$ cat config.mk
export PLATFORM = sky130hd
export DESIGN_NAME = rdh_ctrl
export DESIGN_NICKNAME = d
export VERILOG_FILES = /design/src/rtl/core/rdh_pkg.sv /design/src/rtl/core/rdh_ctrl.sv
export SDC_FILE = /design/constraint.sdc
export NUM_CORES = 1
export LEC_CHECK = 0
export BUFFER_PORTS_ARGS = -buffer_cell sky130_fd_sc_hd__buf_2
export CAP_MARGIN = 10
export CORE_AREA = 2 2 39 41
export DETAILED_ROUTE_END_ITERATION = 10
export DIE_AREA = 0 0 41 43
export PLACE_DENSITY_LB_ADDON = 0.15
export SLEW_MARGIN = 30
export SYNTH_ARGS = -nofsm -noshare
export SYNTH_HDL_FRONTEND = slang
export SYNTH_SLANG_ARGS = --single-unit
$ cat constraint.sdc
create_clock -name clk -period 1.8 [get_ports clk]
set_input_delay 0.18 -clock clk [delete_from_list [all_inputs] [get_ports clk]]
set_output_delay 0.18 -clock clk [all_outputs]
set_load 0.03 [all_outputs]
$ cat src/rtl/core/rdh_pkg.sv
// radix digit histogram: shared types, constants and helper functions
// used by rdh_ctrl, rdh_dpath and the top level; depends on nothing
`timescale 1ns / 1ps

package rdh_pkg;

  localparam int DIGIT_BITS = 12;
  localparam int NUM_BINS   = 1 << DIGIT_BITS;
  localparam int KEY_W      = 32;
  localparam int SEL_W      = 12;
  localparam int COUNT_W    = 32;
  localparam int SHIFT_W    = 5;

  localparam logic [SHIFT_W-1:0] SHIFT_RESET = SHIFT_W'(20);

  localparam logic CMD_COUNT = 1'b0;
  localparam logic CMD_READ  = 1'b1;

  typedef logic [DIGIT_BITS-1:0] addr_t;
  typedef logic [COUNT_W-1:0]    count_t;
  typedef logic [SHIFT_W-1:0]    shift_t;

  typedef struct packed {
    logic             cmd;
    logic [KEY_W-1:0] key;
    logic [SEL_W-1:0] bin_select;
  } req_t;

  typedef struct packed {
    logic [SEL_W-1:0] bin_index;
    count_t           bin_count;
  } rsp_t;

  // controller to datapath
  typedef struct packed {
    logic accept;
    logic clear_wr;
    logic update_wr;
    logic load_rsp;
  } dp_cmd_t;

  // datapath to controller
  typedef struct packed {
    logic clear_last;
    logic is_read;
    logic rsp_free;
  } dp_status_t;

  function automatic addr_t key_digit(input logic [KEY_W-1:0] key, input shift_t shift);
    addr_t digit;
    digit = addr_t'(key >> shift);
    return digit;
  endfunction

  function automatic addr_t sel_to_addr(input logic [SEL_W-1:0] sel);
    addr_t a;
    a = addr_t'(sel);
    return a;
  endfunction

  function automatic logic [SEL_W-1:0] addr_to_sel(input addr_t a);
    logic [SEL_W-1:0] s;
    s = SEL_W'(a);
    return s;
  endfunction

endpackage

$ cat src/rtl/core/rdh_ctrl.sv
// radix digit histogram controller: clearing pass, accept, read-modify-write
// depends on rdh_pkg
`timescale 1ns / 1ps

module rdh_ctrl (
  input  logic                clk,
  input  logic                rst,
  input  logic                req_valid,
  output logic                req_stall,
  input  rdh_pkg::dp_status_t status,
  output rdh_pkg::dp_cmd_t    ctl
);
  import rdh_pkg::*;

  localparam logic [1:0] ST_CLEAR  = 2'd0;
  localparam logic [1:0] ST_IDLE   = 2'd1;
  localparam logic [1:0] ST_UPDATE = 2'd2;

  logic [1:0] state;
  logic [1:0] state_next;
  logic       can_update;

  assign req_stall  = (state != ST_IDLE);
  assign can_update = !status.is_read || status.rsp_free;

  always_comb begin
    ctl.accept    = (state == ST_IDLE) && req_valid;
    ctl.clear_wr  = (state == ST_CLEAR);
    ctl.update_wr = (state == ST_UPDATE) && can_update;
    ctl.load_rsp  = (state == ST_UPDATE) && status.is_read && status.rsp_free;
  end

  always_comb begin
    state_next = state;
    unique case (state)
      ST_CLEAR: begin
        if (status.clear_last) begin
          state_next = ST_IDLE;
        end
      end
      ST_IDLE: begin
        if (req_valid) begin
          state_next = ST_UPDATE;
        end
      end
      ST_UPDATE: begin
        if (can_update) begin
          state_next = ST_IDLE;
        end
      end
      default: state_next = ST_CLEAR;
    endcase
  end

  always_ff @(posedge clk) begin
    if (rst) begin
      state <= ST_CLEAR;
    end else begin
      state <= state_next;
    end
  end

endmodule

; Word level (Yosys, flattened, before mapping)
; Cells that the tools add are included.
[totals]
reg_bits = 2
input_bits = 6
output_inout_bits = 5
[op_classes]
n_eq_ne = 6
n_mux = 4
n_reduce_logical = 8
[op_table]
columns = op, count
row1 = 2-bit two-way mux, 3
row2 = 2-bit != test (second input constant), 3
row3 = 2-bit case mux with 3 select lines, 1
row4 = 1-bit logical AND, 4
row5 = 3-bit AND reduction, 1
row6 = 2-bit by 1-bit equality test with 1-bit output (second input constant), 1
row7 = 2-bit equality test (second input constant), 1
row8 = 2-bit logical NOT, 1
row9 = 2-bit by 1-bit != test with 1-bit output (second input constant), 1
row10 = 1-bit logical NOT, 1
row11 = 1-bit logical OR, 1

; Logic depth before layout (Yosys ltp)
; Gate-level depths: netlist of run 1.
[depth]
word_depth = 4
mapped_depth = 2
ltp_nobuf = 2

; Least setup slack after synthesis of run 1
; OpenSTA, ideal clock, no wires.
[synth_path]
path_kind = reg2out
start = register state[1]
end = output ctl[1] in the netlist's numbering
arrival_ns = 1.145
required_time_ns = 1.620
path_slack_ns = 0.475
stages_incl_launch_ff = 2
path_cell_list = dfxtp_1 -> nor3b_1
[synth_lines]
columns = element, line_no
row1 = from (decl), rdh_ctrl.sv:19  ; logic [1:0] state;
row2 = from (signal assigned), rdh_ctrl.sv:59  ; state <= state_next;
row3 = to (decl), rdh_ctrl.sv:11  ; output rdh_pkg::dp_cmd_t ctl

==> results of run 1 <==
metrics by stage:
stage | total power, W | util
floorplan | 0.0000808 | -
global placement | 0.0000960 | 0.150
detailed placement | 0.0000984 | 0.150
CTS | 0.000199 | 0.166
global route | 0.000211 | 0.166
finish | 0.000194 | 0.166
final cells by class:
type                            count  area, µm²  area share
Multi-Input combinational cell     12       97.6       0.424
Tap cell                           16       20.0      0.0870
Sequential cell                     2       40.0       0.174
Clock buffer                        3       22.5      0.0978
Timing Repair Buffer               10       50.0       0.217
cell families after synthesis:
kind of cell and share of synthesized area:
AND/OR/NAND/NOR 0.573, flip-flops 0.291, AO/OA/AOI/OAI 0.136
cell usage after synthesis:
library cell	instances	area, µm²
and3b_1	2	17.5
dfxtp_1	2	40.0
nor2_1	2	7.51
and4b_2	1	11.3
and4bb_1	1	12.5
nand2b_1	1	6.26
nor2b_1	1	6.26
nor3b_1	1	7.51
o21ba_1	1	10.0
o41ai_1	1	8.76
or4b_1	1	10.0
worst max-delay path: cells and delay by family (launching register included):
kind / cells / cell delay [ns]
buffers and inverters: 1 / 0.17
DFF: 1 / 0.43
and+or+nand+nor: 1 / 0.25
power by group:
group,internal (W),total (W),switching [W]
clock,0.0000733,0.0000964,0.0000230
sequential,0.0000481,0.0000541,0.00000600
combinational,0.0000175,0.0000434,0.0000259
per-layer routing:
layer | GRT usage | up-vias | wire, µm
met5 | 0 | - | 0
met3 | 0.0314 | 0 | 60
li1 | - | 81 | -
met2 | 0.0625 | 13 | 143
met1 | 0.0735 | 71 | 198
met4 | 0.0400 | 0 | 0
final timing paths:
path | from | end | slack [ns] | cells after the start
max reg2reg | state[0] | state[0] | 0.72 | 2
min | rst | state[0] | 0.18 | 2
max | state[0] | ctl[0] | 0.55 | 2
min reg2reg | state[1] | state[0] | 0.59 | 2
==> impl_metrics.ini, run 1 <==
[timing]
hold_ws_ns = 0.178
finalHoldViolations = 0
maxSlewViolCount = 0
setup_violations = 0
fmax_ghz = 0.798
relSlewSlack = 0.815
tns_ns = 0
fin_ws_ns = 0.547
max_slew.worst_pin.slew_ns = 0.274
finClkSkew_ns = 0.00463
min_period_ns = 1.25
period_share = 0.696
rsz0062_at_grt = false

[layout]
final_common_cell = buf_2
drive_above_1_share = 0.519
final_cell_mix = buf_2 (10), clkbuf_4 (3), nor2_1 (2), and3b_1 (2), dfxtp_1 (2)
finalNetCount = 35
largest_reg_flops = 2
top_regs = state: 2 flops
syn_to_final_growth_pct = 67.3
diodes = 0
stdcell_count = 43
stdcell_area_um2 = 230
regMostFlops = state
fillers = 171

[synth]
syn_area_um2 = 138
synthDistinctLibCells = 11
syn_avg_cell_area_um2 = 9.83
syn-num-nets = 20
ys_ff_latch = 2
ys_seq_area_frac = 0.291
yosys_warnings = 0
netlist_instances = 14

[grt]
antenna_found_initial = 0
grt-ovfl-total = 0
grt_pass1_vias = 166
grt_max_degree = 10
track_usage = 0.0551
grt_first_pass_wirelength_um = 634

[critical_path]
worstSetupPathType = register to primary output
startpoint_type = register
cp_cell_sequence = and4b_2 > buf_2
critPathSlowestCell = dfxtp_1
crit_arrival_ns = 1.07
crit_required_ns = 1.62
crit_path_end_kind = primary output
critical_path.max_stage_delay_ns = 0.43
cp_max_fo = 8

[clock_tree]
cts_setup_buffers = 0
cts_tree = yes
cts.clk_slew.worst_paths_ns = 0.03
cts.hold.buffers_added = 0
cts_max_level = 1
cts.sinks = 2
cts_resized = 0
cts_buffers = 3
cts_buffer_depth = 2
clock_latency_ns = 0.22
root_buffer = clkbuf_4

[run]
cap_violations = 0

[placement]
port_buffers = 10
pre_cts_slack_ns = 0.726
gp_congestion = 0.545
hpwl_um = 296
dpl.cell_count = 40
placed_area_um2 = 208

[detailed_routing]
firstDrtPassIters = 1
routed_wl_um = 401
drt-initial-drc-count = 0
vias = 165
viasPerCell = 3.84
drc = 0
drtAntennaViolNets = 0
wire_per_inst_um = 9.33

[floorplanning]
num_rows = 14
core_um2 = 1380
die_h_um = 43
start_util = 0.0995
fp.dieW_um = 41
die-area_um2 = 1760
io_pins = 11

[power]
p_leak_nw = 0.124
p_per_area_nw_per_um2 = 842
ir_drop_v = 0.000513

[min_path]
hold_class = input port to register

[run_status]
status = finished, final reports clean
No activity file was read; power rests on OpenSTA's default activity.
==> inputs of run 2 (changes only) <==
==> constraint.sdc (replaced) <==
create_clock -name clk -period 1.09 [get_ports clk]
set_input_delay 0.109 -clock clk [delete_from_list [all_inputs] [get_ports clk]]
set_output_delay 0.109 -clock clk [all_outputs]
set_load 0.03 [all_outputs]
==> impl_metrics.ini, run 2 (same netlist as run 1, synthesis figures left out) <==
[timing]
min_period_ns = 1.10
rsz0062_at_grt = true
maxSlewViolCount = 0
period_share = 1.01
finClkSkew_ns = 0.000999
max_slew.worst_pin.slew_ns = 0.260
fin_ws_ns = -0.0106
relSlewSlack = 0.825
setup_violations = 1
fmax_ghz = 0.909
tns_ns = -0.0106
finalHoldViolations = 0

[placement]
dpl.cell_count = 41
gp_congestion = 0.583
port_buffers = 10
placed_area_um2 = 220

[critical_path]
cp_max_fo = 6
startpoint_type = register
worstSetupPathType = register to primary output
crit_arrival_ns = 0.99
crit_path_end_kind = primary output
crit_required_ns = 0.98

[floorplanning]
io_pins = 11
core_um2 = 1380
fp.dieW_um = 41
die-area_um2 = 1760
start_util = 0.0995
num_rows = 14
die_h_um = 43

[detailed_routing]
drtAntennaViolNets = 0
wire_per_inst_um = 9.43
viasPerCell = 3.61
firstDrtPassIters = 1
drc = 0
drt-initial-drc-count = 0
routed_wl_um = 415
vias = 159

[layout]
regMostFlops = state
syn_to_final_growth_pct = 96.4
finalNetCount = 36
final_util = 0.195
final_cell_mix = buf_2 (6), clkbuf_4 (3), buf_6 (3), nor2_1 (2), buf_4 (2)
top_regs = state: 2 flops
stdcell_area_um2 = 270
drive_above_1_share = 0.679
largest_reg_flops = 2
final_common_cell = buf_2
fillers = 158
diodes = 0
stdcell_count = 44

[clock_tree]
cts.clk_slew.worst_paths_ns = 0.03
root_buffer = clkbuf_4
cts.sinks = 2
cts_max_level = 1
clock_latency_ns = 0.22
cts_tree = yes
cts_buffers = 3
cts_buffer_depth = 2

[power]
ir_drop_v = 0.000501
p_switching_w = 0.0000947
p_leak_nw = 0.136
finalPower_w = 0.000338
combPwrFrac = 0.269
p_sw_frac = 0.280
seqPwrFrac = 0.259
p_per_area_nw_per_um2 = 1250
p_int_w = 0.000244
clockPowerShare = 0.473

[grt]
grt_first_pass_wirelength_um = 634
grt_max_degree = 10
grt_pass1_vias = 164
track_usage = 0.0561
grt-ovfl-total = 0
antenna_found_initial = 0

[run_status]
status = complete, but fails checks
violations = setup timing

[min_path]
hold_class = input port to register

[run]
cap_violations = 0
## run 2: layout make-up
| type | count | area [µm²] | area share |
|---|---|---|---|
| flip-flops and latches | 2 | 45.0 | 0.167 |
| well taps | 16 | 20.0 | 0.0741 |
| multi-input cells | 12 | 104 | 0.384 |
| repair buffers | 11 | 78.8 | 0.292 |
| clock buffers | 3 | 22.5 | 0.0833 |
## run 2: per-layer routing
metal	track usage	part of all wire	vias to the layer above
met4	0.0600	0	0
li1	-	-	83
met2	0.0563	0.35	11
met5	0	0	-
met1	0.0828	0.53	65
met3	0.0157	0.12	0
## run 2: what timing repair did
item / 4_1_cts / 5_1_grt
pin swaps: 1 / 0
hold buffers: 0 / 0
gates resized for setup: 7 / 5
setup endpoints to repair: 5 / 5
buffers inserted: 0 / 0
## run 2: worst paths after layout
path | end | startpoint | cells after the start | slack [ns]
setup reg to reg | state[0] | state[1] | 2 | 0.02
hold reg to reg | state[0] | state[0] | 1 | 0.49
setup / recovery | ctl[1] | state[0] | 3 | -0.01
hold / removal | state[0] | rst | 2 | 0.10
## run 2: power by group through the flow
stage / registers, W / clock network [W] / logic (W)
after floorplan: 0.0000877 / 0 / 0.0000471
after global placement: 0.0000878 / 0 / 0.0000794
after detailed placement: 0.0000881 / 0 / 0.0000806
after CTS: 0.0000890 / 0.000172 / 0.0000859
after global routing: 0.0000895 / 0.000173 / 0.0000982
final: 0.0000875 / 0.000160 / 0.0000909
## run 2: per-stage QoR
stage | setup WS (ns) | hold slack, ns
final | -0.0106 | 0.100
after floorplan | 0.0879 | 0.211
after detailed placement | 0.0101 | 0.339
after CTS | -0.0371 | 0.0914
after global routing | -0.0746 | 0.112
after global placement | 0.0355 | 0.334
## run 2: critical path: stages (launching register included)
cell and delay, ns:
dfxtp_2 0.33, buf_6 0.12, nor3b_2 0.14, buf_4 0.18
